[src/design/ltr_calc_pkg.sv]
// Package for the left-to-right expression calculator.
// Holds the character codes, operator codes and step-count constants.
// No dependencies.
package ltr_calc_pkg;

    // ASCII codes the calculator understands
    localparam logic [7:0] CH_ZERO  = 8'h30;
    localparam logic [7:0] CH_NINE  = 8'h39;
    localparam logic [7:0] CH_PLUS  = 8'h2B;
    localparam logic [7:0] CH_MINUS = 8'h2D;
    localparam logic [7:0] CH_STAR  = 8'h2A;
    localparam logic [7:0] CH_SLASH = 8'h2F;
    localparam logic [7:0] CH_EQUAL = 8'h3D;

    // Data path width
    localparam int DATA_W = 32;

    // Pending operator codes
    typedef logic [1:0] op_t;
    localparam op_t OP_ADD = 2'd0;
    localparam op_t OP_SUB = 2'd1;
    localparam op_t OP_MUL = 2'd2;
    localparam op_t OP_DIV = 2'd3;

    // One multiply or divide step per data bit
    localparam int STEPS     = DATA_W;
    localparam int CNT_W     = $clog2(STEPS);
    localparam int STEP_LAST = STEPS - 1;

endpackage

[src/design/left_to_right_expression_calculator.sv]
// A digit is taken in the idle state; an operator folds the pending operator through the
// operator state, then for multiply the multiply steps and for divide the divide steps and
// the sign fix; '=' then loads the result, a divide by zero or an invalid character loads an
// error result, and a full result register stalls the load. A new character is taken only
// when back in idle; multiply and divide run 32 steps through the shared 33-bit adder.
// Reset (rst_n, asynchronous, active low): total and operand clear, pending add, no result.
module left_to_right_expression_calculator
    import ltr_calc_pkg::*;
(
    input  logic              clk,
    input  logic              rst_n,
    input  logic              in_valid,
    output logic              in_stall,
    input  logic [7:0]        char_code,
    output logic              out_valid,
    input  logic              out_stall,
    output logic signed [31:0] value,
    output logic              is_error
);

    // Sequencer states
    localparam logic [2:0] ST_IDLE = 3'd0;
    localparam logic [2:0] ST_OPER = 3'd1;
    localparam logic [2:0] ST_MUL  = 3'd2;
    localparam logic [2:0] ST_DIV  = 3'd3;
    localparam logic [2:0] ST_FIX  = 3'd4;
    localparam logic [2:0] ST_EMIT = 3'd5;

    logic [2:0]        state_reg,   state_next;
    logic [DATA_W-1:0] total_reg,   total_next;
    logic [DATA_W-1:0] operand_reg, operand_next;
    op_t               pend_reg,    pend_next;
    op_t               nop_reg,     nop_next;
    logic              eq_reg,      eq_next;
    logic              err_reg,     err_next;
    logic              neg_reg,     neg_next;
    logic [CNT_W-1:0]  cnt_reg,     cnt_next;
    logic [DATA_W-1:0] a_reg,       a_next;
    logic [DATA_W-1:0] b_reg,       b_next;
    logic [DATA_W-1:0] q_reg,       q_next;
    logic              out_valid_reg, out_valid_next;
    logic [DATA_W-1:0] value_reg,   value_next;
    logic              is_error_reg, is_error_next;

    // Shared adder/subtractor
    logic [DATA_W:0]   alu_a, alu_b, alu_sum;
    logic              alu_sub;

    logic              fin;
    logic [DATA_W-1:0] fin_val;
    logic [3:0]        digit;
    logic [DATA_W-1:0] digit_ext;
    logic [DATA_W-1:0] total_abs, operand_abs;
    logic              last_step;

    assign alu_sum = alu_sub ? (alu_a - alu_b) : (alu_a + alu_b);

    // Operand times ten plus the new digit
    assign digit     = 4'(char_code - CH_ZERO);
    assign digit_ext = {operand_reg[DATA_W-4:0], 3'b000}
                     + {operand_reg[DATA_W-2:0], 1'b0}
                     + {{(DATA_W-4){1'b0}}, digit};

    assign total_abs   = total_reg[DATA_W-1]   ? (-total_reg)   : total_reg;
    assign operand_abs = operand_reg[DATA_W-1] ? (-operand_reg) : operand_reg;
    assign last_step   = (cnt_reg == CNT_W'(STEP_LAST));

    // Sequencer and data path
    always_comb
    begin
        state_next     = state_reg;
        total_next     = total_reg;
        operand_next   = operand_reg;
        pend_next      = pend_reg;
        nop_next       = nop_reg;
        eq_next        = eq_reg;
        err_next       = err_reg;
        neg_next       = neg_reg;
        cnt_next       = cnt_reg;
        a_next         = a_reg;
        b_next         = b_reg;
        q_next         = q_reg;
        value_next     = value_reg;
        is_error_next  = is_error_reg;
        alu_a          = '0;
        alu_b          = '0;
        alu_sub        = 1'b0;
        fin            = 1'b0;
        fin_val        = '0;

        // Drop the result once the transaction completes
        out_valid_next = out_valid_reg && out_stall;

        case (state_reg)
            ST_IDLE:
            begin
                if (in_valid)
                begin
                    case (char_code) inside
                        [CH_ZERO:CH_NINE]:
                        begin
                            operand_next = digit_ext;
                        end
                        CH_PLUS:
                        begin
                            nop_next   = OP_ADD;
                            eq_next    = 1'b0;
                            state_next = ST_OPER;
                        end
                        CH_MINUS:
                        begin
                            nop_next   = OP_SUB;
                            eq_next    = 1'b0;
                            state_next = ST_OPER;
                        end
                        CH_STAR:
                        begin
                            nop_next   = OP_MUL;
                            eq_next    = 1'b0;
                            state_next = ST_OPER;
                        end
                        CH_SLASH:
                        begin
                            nop_next   = OP_DIV;
                            eq_next    = 1'b0;
                            state_next = ST_OPER;
                        end
                        CH_EQUAL:
                        begin
                            nop_next   = OP_ADD;
                            eq_next    = 1'b1;
                            state_next = ST_OPER;
                        end
                        default:
                        begin
                            total_next = '0;
                            err_next   = 1'b1;
                            state_next = ST_EMIT;
                        end
                    endcase
                end
            end

            ST_OPER:
            begin
                case (pend_reg)
                    OP_ADD:
                    begin
                        alu_a   = {1'b0, total_reg};
                        alu_b   = {1'b0, operand_reg};
                        fin     = 1'b1;
                        fin_val = alu_sum[DATA_W-1:0];
                    end
                    OP_SUB:
                    begin
                        alu_a   = {1'b0, total_reg};
                        alu_b   = {1'b0, operand_reg};
                        alu_sub = 1'b1;
                        fin     = 1'b1;
                        fin_val = alu_sum[DATA_W-1:0];
                    end
                    OP_MUL:
                    begin
                        a_next     = '0;
                        b_next     = total_reg;
                        q_next     = operand_reg;
                        cnt_next   = '0;
                        state_next = ST_MUL;
                    end
                    default:
                    begin
                        if (operand_reg == '0)
                        begin
                            total_next = '0;
                            err_next   = 1'b1;
                            state_next = ST_EMIT;
                        end
                        else
                        begin
                            a_next     = '0;
                            b_next     = operand_abs;
                            q_next     = total_abs;
                            neg_next   = total_reg[DATA_W-1] ^ operand_reg[DATA_W-1];
                            cnt_next   = '0;
                            state_next = ST_DIV;
                        end
                    end
                endcase
            end

            // Shift-add multiply, low word kept
            ST_MUL:
            begin
                alu_a    = {1'b0, a_reg};
                alu_b    = {1'b0, b_reg};
                if (q_reg[0])
                begin
                    a_next = alu_sum[DATA_W-1:0];
                end
                b_next   = {b_reg[DATA_W-2:0], 1'b0};
                q_next   = {1'b0, q_reg[DATA_W-1:1]};
                cnt_next = cnt_reg + CNT_W'(1);
                if (last_step)
                begin
                    fin     = 1'b1;
                    fin_val = q_reg[0] ? alu_sum[DATA_W-1:0] : a_reg;
                end
            end

            // Restoring divide on magnitudes
            ST_DIV:
            begin
                alu_a    = {a_reg, q_reg[DATA_W-1]};
                alu_b    = {1'b0, b_reg};
                alu_sub  = 1'b1;
                if (!alu_sum[DATA_W])
                begin
                    a_next = alu_sum[DATA_W-1:0];
                    q_next = {q_reg[DATA_W-2:0], 1'b1};
                end
                else
                begin
                    a_next = {a_reg[DATA_W-2:0], q_reg[DATA_W-1]};
                    q_next = {q_reg[DATA_W-2:0], 1'b0};
                end
                cnt_next = cnt_reg + CNT_W'(1);
                if (last_step)
                begin
                    state_next = ST_FIX;
                end
            end

            // Apply quotient sign
            ST_FIX:
            begin
                alu_b   = {1'b0, q_reg};
                alu_sub = 1'b1;
                fin     = 1'b1;
                fin_val = neg_reg ? alu_sum[DATA_W-1:0] : q_reg;
            end

            // Load the result register once it is free, then restart
            ST_EMIT:
            begin
                if (!out_valid_reg || !out_stall)
                begin
                    out_valid_next = 1'b1;
                    value_next     = total_reg;
                    is_error_next  = err_reg;
                    total_next     = '0;
                    operand_next   = '0;
                    pend_next      = OP_ADD;
                    err_next       = 1'b0;
                    state_next     = ST_IDLE;
                end
            end

            default:
            begin
                state_next = ST_IDLE;
            end
        endcase

        // Commit an operator step
        if (fin)
        begin
            total_next   = fin_val;
            operand_next = '0;
            pend_next    = nop_reg;
            err_next     = 1'b0;
            state_next   = eq_reg ? ST_EMIT : ST_IDLE;
        end
    end

    // State registers
    always_ff @(posedge clk or negedge rst_n)
    begin
        if (!rst_n)
        begin
            state_reg     <= ST_IDLE;
            total_reg     <= '0;
            operand_reg   <= '0;
            pend_reg      <= OP_ADD;
            err_reg       <= 1'b0;
            out_valid_reg <= 1'b0;
        end
        else
        begin
            state_reg     <= state_next;
            total_reg     <= total_next;
            operand_reg   <= operand_next;
            pend_reg      <= pend_next;
            err_reg       <= err_next;
            out_valid_reg <= out_valid_next;
        end
    end

    // Working and payload registers
    always_ff @(posedge clk)
    begin
        nop_reg      <= nop_next;
        eq_reg       <= eq_next;
        neg_reg      <= neg_next;
        cnt_reg      <= cnt_next;
        a_reg        <= a_next;
        b_reg        <= b_next;
        q_reg        <= q_next;
        value_reg    <= value_next;
        is_error_reg <= is_error_next;
    end

    assign in_stall  = (state_reg != ST_IDLE);
    assign out_valid = out_valid_reg;
    assign value     = value_reg;
    assign is_error  = is_error_reg;

`ifndef SYNTHESIS
    // An error transaction always carries a zero value
    assert property (@(posedge clk) disable iff (!rst_n)
        out_valid && is_error |-> value == '0)
        else $error("error result with nonzero value");

    // The divider never runs with a zero divisor
    assert property (@(posedge clk) disable iff (!rst_n)
        state_reg == ST_DIV |-> b_reg != '0)
        else $error("divide step with zero divisor");

    // A free result register is loaded and the expression restarts
    assert property (@(posedge clk) disable iff (!rst_n)
        state_reg == ST_EMIT && (!out_valid || !out_stall)
        |=> out_valid && state_reg == ST_IDLE && operand_reg == '0)
        else $error("result not loaded or state not restarted");
`endif

endmodule
[config.mk]
export PLATFORM = sky130hd
export DESIGN_NAME = left_to_right_expression_calculator
export DESIGN_NICKNAME = d
export VERILOG_FILES = /design/src/design/ltr_calc_pkg.sv /design/src/design/left_to_right_expression_calculator.sv
export SDC_FILE = /design/constraint.sdc
export NUM_CORES = 1
export LEC_CHECK = 0
export ABC_AREA = 1
export BUFFER_PORTS_ARGS = -buffer_cell sky130_fd_sc_hd__buf_4
export CAP_MARGIN = 10
export CORE_ASPECT_RATIO = 1.1
export CORE_MARGIN = 8
export CORE_UTILIZATION = 40
export DETAILED_ROUTE_END_ITERATION = 8
export PLACE_DENSITY_LB_ADDON = 0.12
export SETUP_SLACK_MARGIN = 0.02
export SLEW_MARGIN = 20
export SYNTH_ARGS = -nofsm -noshare
export SYNTH_HDL_FRONTEND = slang
export SYNTH_SLANG_ARGS = --single-unit
[constraint.sdc]
create_clock -name clk -period 20.6 [get_ports clk]
set_clock_uncertainty 0.05 [all_clocks]
set_input_delay 2.06 -clock clk [delete_from_list [all_inputs] [get_ports clk]]
set_output_delay 2.06 -clock clk [all_outputs]
set_load 0.01 [all_outputs]
Word level (Yosys, flattened, before mapping)
Index checks and enable logic that the tools add are counted. Widths: inputs -> output; s select.

Flip-flop bits (word level): 209. Output and inout port bits: 35.

$add $sub $neg: 8. Magnitude comparators: 2. Equal/unequal tests: 29. Mux-type cells: 83. Bitwise logic cells: 4. Reductions and logical operators: 34.

Operators with widths (count): $mux 32 (26); $pmux 32 s3 (5); $pmux 32 s2 (5); $pmux 33 s3 (1); $neg 32->32 (2); $ne 3x3->1 const B (14); $eq 8x6->1 const B (5); $mux 3 (12); $add 33x33->33 (1); $mux 33 (1); $sub 33x33->33 (1); $add 32x32->32 (1); $add 32x4->32 (1); $logic_not 32->1 (1); $pmux 5 s2 (2); $mux 1 (19); $pmux 3 s5 (1); $mux 2 (6); $reduce_and 3->1 (4); $reduce_and 11->1 (1); $reduce_or 2->1 (5); $reduce_bool 3->1 (3); $ge 8x6->1 const B (1); $le 8x6->1 const B (1); 29 further kinds (41).

Logic depth before layout (Yosys ltp)
Gate-level depths: netlist of run 1.

Depth in word-level cells: 10. Depth in mapped cells: 31. Gate-level depth less buffers: 29.

Least setup slack after synthesis of run 1
Ideal clock, no wire load.

Path kind: register to register. From: reg pend_reg[1]. To: reg a_reg[0] (enable). Arrival time: 8.008 ns. Data required time: 19.884 ns. Path slack: 11.876 ns. Stages on the path, launching flop included: 9. Period minus slack after synthesis: 8.724 ns. Path through: dfrtp_1 inv_1 buf_2 nor2_1 clkinv_1 clkbuf_1 nand3_1 inv_1 nor4_1.

Cells in the longest elaborated chain, start to end: 4.

RTL lines: from (decl) (RTL line left_to_right_expression_calculator.sv:32) `op_t pend_reg, pend_next;`; from (signal assigned) (RTL line left_to_right_expression_calculator.sv:292) `pend_reg <= pend_next;`; $eq 2x1->1 or $logic_not 2->1 (tied branches) (RTL line left_to_right_expression_calculator.sv:146) `case (pend_reg)`; $reduce_or 2->1 (no line); $ne 2x2->1 (no line); $reduce_and 3->1 (no line) (*); to (signal assigned) (RTL line left_to_right_expression_calculator.sv:305) `a_reg <= a_next;`; to (decl) (RTL line left_to_right_expression_calculator.sv:38) `logic [DATA_W-1:0] a_reg, a_next;`.

Every way passes the cells marked *; elsewhere a longest branch is shown, timed or not. A chain may end at the register's enable or synchronous reset.

Worst setup path in the final report of run 1
From: reg state_reg[2]. To: reg a_reg[21] (data pin).

Cells in the longest elaborated chain, start to end: 7.

RTL lines: from (decl) (RTL line left_to_right_expression_calculator.sv:29) `logic [2:0] state_reg, state_next;`; from (signal assigned) (RTL line left_to_right_expression_calculator.sv:289) `state_reg <= state_next;`; $eq 3x2->1 (RTL line left_to_right_expression_calculator.sv:94) `case (state_reg)`; $reduce_or 2->1 (no line); $pmux 32 s3 (RTL line left_to_right_expression_calculator.sv:94); $add 33x33->33 or $sub 33x33->33 (tied branches) (RTL line left_to_right_expression_calculator.sv:56) `assign alu_sum = alu_sub ? (alu_a - alu_b) : (alu_a + alu_b);`; $mux 33 (RTL line left_to_right_expression_calculator.sv:56); $mux 32, on equally long branches (RTL line left_to_right_expression_calculator.sv:216, left_to_right_expression_calculator.sv:196); $pmux 32 s3 (*) (RTL line left_to_right_expression_calculator.sv:94); net a_next[21] (RTL line left_to_right_expression_calculator.sv:38).

The timed path passes the listed nets; every way through them passes the cells marked *.

==> out/metrics.csv, run 1 <==
stage,metric,value,unit
sta,Final Max Tran Viols,0,
logic_synthesis,most area-hungry cell type in the Yosys netlist,sky130_fd_sc_hd__edfxtp_1,
die,placement row count,83,
logic_synthesis,"Distinct cells, synth",52,
finish,fraction of final layout cells sized beyond drive strength 1,0.08741,
clock_network,clock-pin slew on the worst setup and hold paths,60,ps
logic_synthesis,ys flop type,sky130_fd_sc_hd__edfxtp_1,
die,Die Span Y,243.3,µm
setup_path,CP arrival,6940,ps
global_route,number of antenna violations at the first check in global routing,0,
logic_synthesis,synthesized area per cell,7.045,µm²
sta,slew margin rel.,0.2886,
die,Die Area,54170,µm²
clock_network,clk_lat worst skew,580,ps
sta,setup repair after global routing missed its margin,no,
place,IO Port Bufs,46,
clock_network,maximum number of buffers from clock root to sink,3,
run,MaxCap Viol Count,0,
route,Antenna Violating Nets Remaining,0,
logic_synthesis,fraction of registers with async set/reset,0.3397,
clock_network,root buf cell,sky130_fd_sc_hd__clkbuf_16,
finish,post-layout util,0.4395,
route,first-pass iteration count of the detailed router,6,
global_route,total congestion overflow after global routing,0,
setup_path,end point of the critical path,a_reg[21],
worst_hold_path,number of cells on the worst hold path,2,
finish,"Design Area, Final",20450,µm²
setup_path,source of the worst register-to-register timing path,state_reg[2],
sta,Peak Freq,0.1522,GHz
die,placeable core region,46520,µm²
sta,total setup violations reported at the end of the flow,0,
setup_path,number of cells traversed by the worst register-to-register path,23,
route,detail-routed net length per standard cell,22.05,µm
route,Iteration-0 DRC Markers,1832,
place,placer's final routability congestion estimate,0.9395,
logic_synthesis,Ys Warns,0,
clock_network,total clock buffers created by CTS,26,
die,total I/O pin count,47,
logic_synthesis,Cells after Synth,2667,
route,via density per instance,5.763,
sta,worst-margin pin slew,1066,ps
clock_network,CTS tree,done,
finish,count of nets after finishing,2767,
setup_path,kind of end point of the critical path,register,
global_route,largest net degree at the start of global routing,96,
finish,Layout Area Growth over Synthesis,8.831,%
setup_path,element type at the critical path start,register,
clock_network,count of H-tree levels built during CTS,1,
setup_path,"reg-to-reg slack, setup",14030,ps
setup_path,RR Endpoint,a_reg[21],
place,DP Area,19530,µm²
sta,"Min Clock Period, post-route",6571,ps
clock_network,Post CTS Setup Buffer Count,0,
logic_synthesis,count of flip-flops with a built-in enable after synthesis,138,
global_route,global-route wire length before repair,111100,µm
setup_path,Max Fanout on Critical Path,36,
setup_path,WS Path Type,reg2reg,
route,count of vias placed by the detailed router,18860,
route,DRC violation count after routing,0,
global_route,global-route usage over all layers,0.2588,
worst_hold_path,hold crit path type,reg2reg,
logic_synthesis,Yosys top cell area share,0.2206,
logic_synthesis,count of state elements after synthesis,209,
logic_synthesis,Area contributors post-synth,"sky130_fd_sc_hd__edfxtp_1 22%, sky130_fd_sc_hd__nand2_1 14%, sky130_fd_sc_hd__dfrtp_1 9.5%, sky130_fd_sc_hd__ha_1 6.3%, sky130_fd_sc_hd__nand3_1 6.2%",
sta,count of final hold-check violations,0,
setup_path,data required time at the worst endpoint,20970,ps
die,initial standard-cell utilization of the core,0.4038,
die,die outline width,222.6,µm
setup_path,beginning of the critical path,state_reg[2],
logic_synthesis,sequential area share after synthesis,0.3151,
logic_synthesis,cell area after technology mapping,18790,µm²
sta,worst hold slack,410.2,ps
place,dpl hpwl,54970,µm
clock_network,post-cts resize count,0,
logic_synthesis,Syn Nets,2777,
finish,number of fillers in the final layout,4974,
clock_network,Sinks on Clock Net,209,
sta,Post-Route Setup TNS,0,ps
run_status,outcome,"complete, no violations",
sta,post-route fraction of the period consumed by the critical path,0.3190,
clock_network,count of hold buffers inserted by post-cts repair,0,
global_route,via count of the first global-routing pass,18240,
route,routed wire length,72150,µm
finish,count of inserted antenna diode cells,0,
-- cell usage after synthesis, types with 20 or more instances --
cell                         n
sky130_fd_sc_hd__o22ai_1    26
sky130_fd_sc_hd__inv_1     255
sky130_fd_sc_hd__o21ai_0   166
sky130_fd_sc_hd__xnor2_1    27
sky130_fd_sc_hd__nand4_1    22
sky130_fd_sc_hd__nand2_1   704
sky130_fd_sc_hd__a22oi_1    21
sky130_fd_sc_hd__xor2_1     66
sky130_fd_sc_hd__o221ai_1   63
sky130_fd_sc_hd__a21oi_1   127
sky130_fd_sc_hd__nor3_1     30
sky130_fd_sc_hd__nor2_1    277
sky130_fd_sc_hd__nand3_2    40
sky130_fd_sc_hd__nor2_2     20
sky130_fd_sc_hd__edfxtp_1  138
sky130_fd_sc_hd__nand3_1   231
sky130_fd_sc_hd__o211ai_1   31
sky130_fd_sc_hd__ha_1       95
sky130_fd_sc_hd__clkbuf_1   65
sky130_fd_sc_hd__dfrtp_1    71
-- cell type report --
cell class	count	area, µm²	area share
clock inverter	12	126.4	0.006180
sequential	209	5922	0.2896
multi-input combinational	2074	11300	0.5528
timing repair buffer	72	560.5	0.02741
clock buffer	36	759.5	0.03714
tap	595	744.5	0.03641
inverter	274	1031	0.05042
-- placed cells by master, fill, tap and decap left out, drive strengths merged, types with 71 or more instances in the layout --
cell type,n
ha,95
nand3,275
inv,273
nor2,308
dfrtp,71
nand2,717
o21ai,181
a21oi,128
edfxtp,138
buf,72
-- critical path, cell delays in order (launching register included) --
cell                      delay [ps]
sky130_fd_sc_hd__dfrtp_2         770
sky130_fd_sc_hd__nor2_2          940
sky130_fd_sc_hd__nand2_2         710
sky130_fd_sc_hd__nor2_1          250
sky130_fd_sc_hd__nor2_1          110
sky130_fd_sc_hd__ha_1            240
sky130_fd_sc_hd__nand3_1         110
sky130_fd_sc_hd__nor2_1           90
sky130_fd_sc_hd__nand2_1         140
sky130_fd_sc_hd__nor2_1           90
sky130_fd_sc_hd__a21oi_1         190
sky130_fd_sc_hd__xor2_1          300
sky130_fd_sc_hd__inv_1            80
sky130_fd_sc_hd__ha_1            360
sky130_fd_sc_hd__nand2_1         120
sky130_fd_sc_hd__nor2_1          270
sky130_fd_sc_hd__nand2_1         160
sky130_fd_sc_hd__nor3_1          170
sky130_fd_sc_hd__nand2_1          80
sky130_fd_sc_hd__nand2_1         200
sky130_fd_sc_hd__nand3_4         480
sky130_fd_sc_hd__nand3_1         270
sky130_fd_sc_hd__nand3_1         100
sky130_fd_sc_hd__nand2_1         100
-- routing by layer --
layer	track usage	vias up	wire, µm
met1	0.3662	8921	32080
met2	0.4135	767	32430
met4	0.07227	0	2022
li1	-	9040	-
met3	0.02896	128	5609
met5	0	-	0
-- cell families after synthesis --
| kind of cell | after synthesis | synth area share |
|---|---|---|
| buf+inv | 384 | 0.08504 |
| fa+ha+maj | 98 | 0.06646 |
| compound gates | 502 | 0.1626 |
| xor+xnor | 93 | 0.04335 |
| simple gates | 1381 | 0.3274 |
| flops | 209 | 0.3151 |
-- per-stage QoR --
| step | setup WS [ps] | cells |
|---|---|---|
| after floorplan | 11880 | 2667 |
| after global placement | 14110 | 3223 |
| after detailed placement | 14110 | 3223 |
| after CTS | 14090 | 3271 |
| after global routing | 13590 | 3272 |
| final | 14030 | 3272 |
-- worst min path at each step --
stage	startpoint	endpoint	slack, ps
after floorplan	total_reg[19]	value[19]	370
after global placement	err_reg	is_error	390
after detailed placement	nop_reg[1]	pend_reg[1]	390
after CTS	nop_reg[1]	pend_reg[1]	420
after global routing	err_reg	is_error	430
final	nop_reg[1]	pend_reg[1]	410
Power of run 1 is left out: the tool's default activity adds up to more than one toggle a clock period on the data nets, which glitch-free logic cannot reach.
==> run 2, diff against run 1 <==
- clock period: 20.6 -> 5.3 ns (I/O delays scaled with it)
==> out/metrics.csv, run 2 (same netlist as run 1, synthesis figures left out) <==
stage,metric,value,unit,change
run_status,outcome,"complete, no violations",,unchanged
route,first-pass iteration count of the detailed router,6,,unchanged
setup_path,cell family with most CP delay,simple AND/OR/NAND/NOR gates,,unchanged
die,Die Span Y,243.3,µm,unchanged
die,Die Area,54170,µm²,unchanged
finish,"Design Area, Final",20730,µm²,was 20450 µm²
finish,most frequent cells in the layout,"703 x sky130_fd_sc_hd__nand2_1, 275 x sky130_fd_sc_hd__nor2_1, 253 x sky130_fd_sc_hd__inv_1",,"was 704 x sky130_fd_sc_hd__nand2_1, 275 x sky130_fd_sc_hd__nor2_1, 254 x sky130_fd_sc_hd__inv_1"
clock_network,CTS tree,done,,unchanged
sta,slew margin rel.,0.2299,,was 0.2886
worst_hold_path,hold crit path type,in2reg,,was reg2reg
sta,setup repair after global routing missed its margin,no,,unchanged
clock_network,total clock buffers created by CTS,26,,unchanged
setup_path,number of cells traversed by the worst register-to-register path,22,,was 23
sta,count of final hold-check violations,0,,unchanged
setup_path,number of cells on the critical path,22,,was 23
global_route,largest net degree at the start of global routing,96,,unchanged
sta,Final Max Tran Viols,0,,unchanged
setup_path,element type at the critical path start,register,,unchanged
die,die outline width,222.6,µm,unchanged
clock_network,maximum number of buffers from clock root to sink,3,,unchanged
clock_network,clock-pin slew on the worst setup and hold paths,60,ps,about the same
clock_network,Sinks on Clock Net,209,,unchanged
clock_network,Post CTS Setup Buffer Count,0,,unchanged
finish,fraction of final layout cells sized beyond drive strength 1,0.09552,,was 0.08741
setup_path,Worst path max stage delay,560,ps,was 940 ps
setup_path,RR Endpoint,q_reg[0],,was a_reg[21]
global_route,global-route usage over all layers,0.2621,,was 0.2588
place,placer's final routability congestion estimate,0.9266,,was 0.9395
place,worst slack at placement,228.7,ps,was 14110 ps
route,Antenna Violating Nets Remaining,0,,unchanged
finish,"commonest non-fill, non-tap cell in the layout",sky130_fd_sc_hd__nand2_1,,unchanged
finish,Layout Area Growth over Synthesis,10.35,%,was 8.831%
sta,"Min Clock Period, post-route",5003,ps,was 6571 ps
sta,Post-Route Setup TNS,0,ps,unchanged
finish,flip-flop and latch area,5924,µm²,was 5922 µm²
finish,count of nets after finishing,2791,,was 2767
setup_path,source of the worst register-to-register timing path,state_reg[2],,unchanged
place,DP Area,19710,µm²,was 19530 µm²
finish,area taken by multi-input logic gates,11420,µm²,was 11300 µm²
die,placement row count,83,,unchanged
sta,worst-margin pin slew,1148,ps,was 1066 ps
place,Placed Cells,3242,,was 3223
setup_path,data required time at the worst endpoint,5540,ps,was 20970 ps
finish,count of inserted antenna diode cells,0,,unchanged
sta,total setup violations reported at the end of the flow,0,,unchanged
finish,fin cells,3296,,was 3272
sta,post-route fraction of the period consumed by the critical path,0.9440,,was 0.3190
route,detail-routed net length per standard cell,22.61,µm,was 22.05 µm
route,via density per instance,5.828,,was 5.763
run,MaxCap Viol Count,0,,unchanged
setup_path,Critical path buffers and inverters,3,,was 1
die,total I/O pin count,47,,unchanged
setup_path,CP arrival,5240,ps,was 6940 ps
setup_path,Max Fanout on Critical Path,19,,was 36
clock_network,clk_lat worst skew,560,ps,was 580 ps
global_route,global-route wire length before repair,112400,µm,was 111100 µm
finish,number of fillers in the final layout,4885,,was 4974
route,count of vias placed by the detailed router,19210,,was 18.86k
setup_path,end point of the critical path,q_reg[0],,was a_reg[21]
clock_network,root buf cell,sky130_fd_sc_hd__clkbuf_16,,unchanged
place,IO Port Bufs,46,,unchanged
global_route,total congestion overflow after global routing,0,,unchanged
setup_path,WS Path Type,reg2reg,,unchanged
route,routed wire length,74510,µm,was 72150 µm
setup_path,"Slowest-stage cell, CP",sky130_fd_sc_hd__dfrtp_4,,was sky130_fd_sc_hd__nor2_2
clock_network,count of H-tree levels built during CTS,1,,unchanged
sta,Peak Freq,0.1999,GHz,was 0.1522 GHz
die,initial standard-cell utilization of the core,0.4038,,unchanged
sta,worst setup margin,296.7,ps,was 14030 ps
global_route,number of antenna violations at the first check in global routing,1,,was 0
die,placeable core region,46520,µm²,unchanged
setup_path,kind of end point of the critical path,register,,unchanged
place,dpl hpwl,56050,µm,was 54970 µm
route,Iteration-0 DRC Markers,2021,,was 1832
global_route,via count of the first global-routing pass,18590,,was 18.24k
setup_path,"reg-to-reg slack, setup",300,ps,was 14030 ps
setup_path,worst path cell trace,inv_2 > nand3_4 > buf_4 > nor2_1 > nor2_4 > nand2_1 > nor2_1 > nand2_1 > nor2_2 > nand3_1 > o21ai_1 > xnor2_1 > ha_1 > a21oi_1 > o21ai_0 > a21oi_1 > o21a_1 > nand2_2 > inv_4 > nand3_4 > nand3_1 > o211ai_1,,was nor2_2 > nand2_2 > nor2_1 > nor2_1 > ha_1 > nand3_1 > nor2_1 > nand2_1 > nor2_1 > a21oi_1 > xor2_1 > inv_1 > ha_1 > nand2_1 > nor2_1 > nand2_1 > nor3_1 > nand2_1 > nand2_1 > nand3_4 > nand3_1 > nand3_1 > nand2_1
route,DRC violation count after routing,0,,unchanged
setup_path,beginning of the critical path,state_reg[2],,unchanged
[run 2: changes by cell type in the layout (fill, tap and decap cells not counted), sizes merged]
cell | before | now
clkbuf | 36 | 35
bufinv | 2 | 4
nand2 | 717 | 718
buf | 72 | 90
dlygate4sd3 | 0 | 1
nand3 | 275 | 279
inv | 273 | 272
[run 2: routing by layer]
layer  routed length [µm]  vias up  GRT usage  part of all wire
li1                     -     9133          -                 -
met1                32670     9050     0.3691              0.44
met2                33370      891     0.4186              0.45
met3                 6382      134    0.03485             0.086
met4                 2071        2    0.06879             0.028
met5                   13        -          0           0.00017
[run 2: worst min path at each step]
stage | endpoint | start | slack (ps) | cells after the start
floorplan | err_reg | rst_n | 180 | 0
finish | out_valid | out_stall | 160 | 3
CTS | out_valid | out_stall | 150 | 3
global route | out_valid | out_stall | 190 | 3
global placement | is_error | err_reg | 390 | 0
detailed placement | is_error | err_reg | 400 | 0
[run 2: cell type report]
type / instances / area share
inverters: 274 / 0.04985
flip-flops and latches: 209 / 0.2858
clock inverters: 13 / 0.008087
well taps: 595 / 0.03591
repair buffers: 91 / 0.03428
multi-input cells: 2079 / 0.5506
clock buffers: 35 / 0.03549
[run 2: worst register-to-register path: cells and delay by family, from the launching register on]
kind                     cells  cell delay (ps)
AND/OR/NAND/NOR             11             1890
adder cells (fa/ha/maj)      1              350
XOR/XNOR                     1              180
AO/OA/AOI/OAI                6             1090
buffers and inverters        3              610
flip-flops                   1              560
[run 2: metrics by stage]
step	hold WS, ps	utilization
after floorplan	184.4	-
after global routing	189.0	0.4456
after global placement	391.6	0.4237
final	155.4	0.4456
after detailed placement	399.4	0.4237
after CTS	146.0	0.4433
[run 2: what timing repair did]
| item | CTS | global route |
|---|---|---|
| endpoints found under the setup margin | 0 | 34 |
| endpoints found under the hold margin | 26 | 0 |
| gates resized for setup | 0 | 11 |
| hold buffers | 1 | 0 |
Power of run 2 is left out for the same reason.
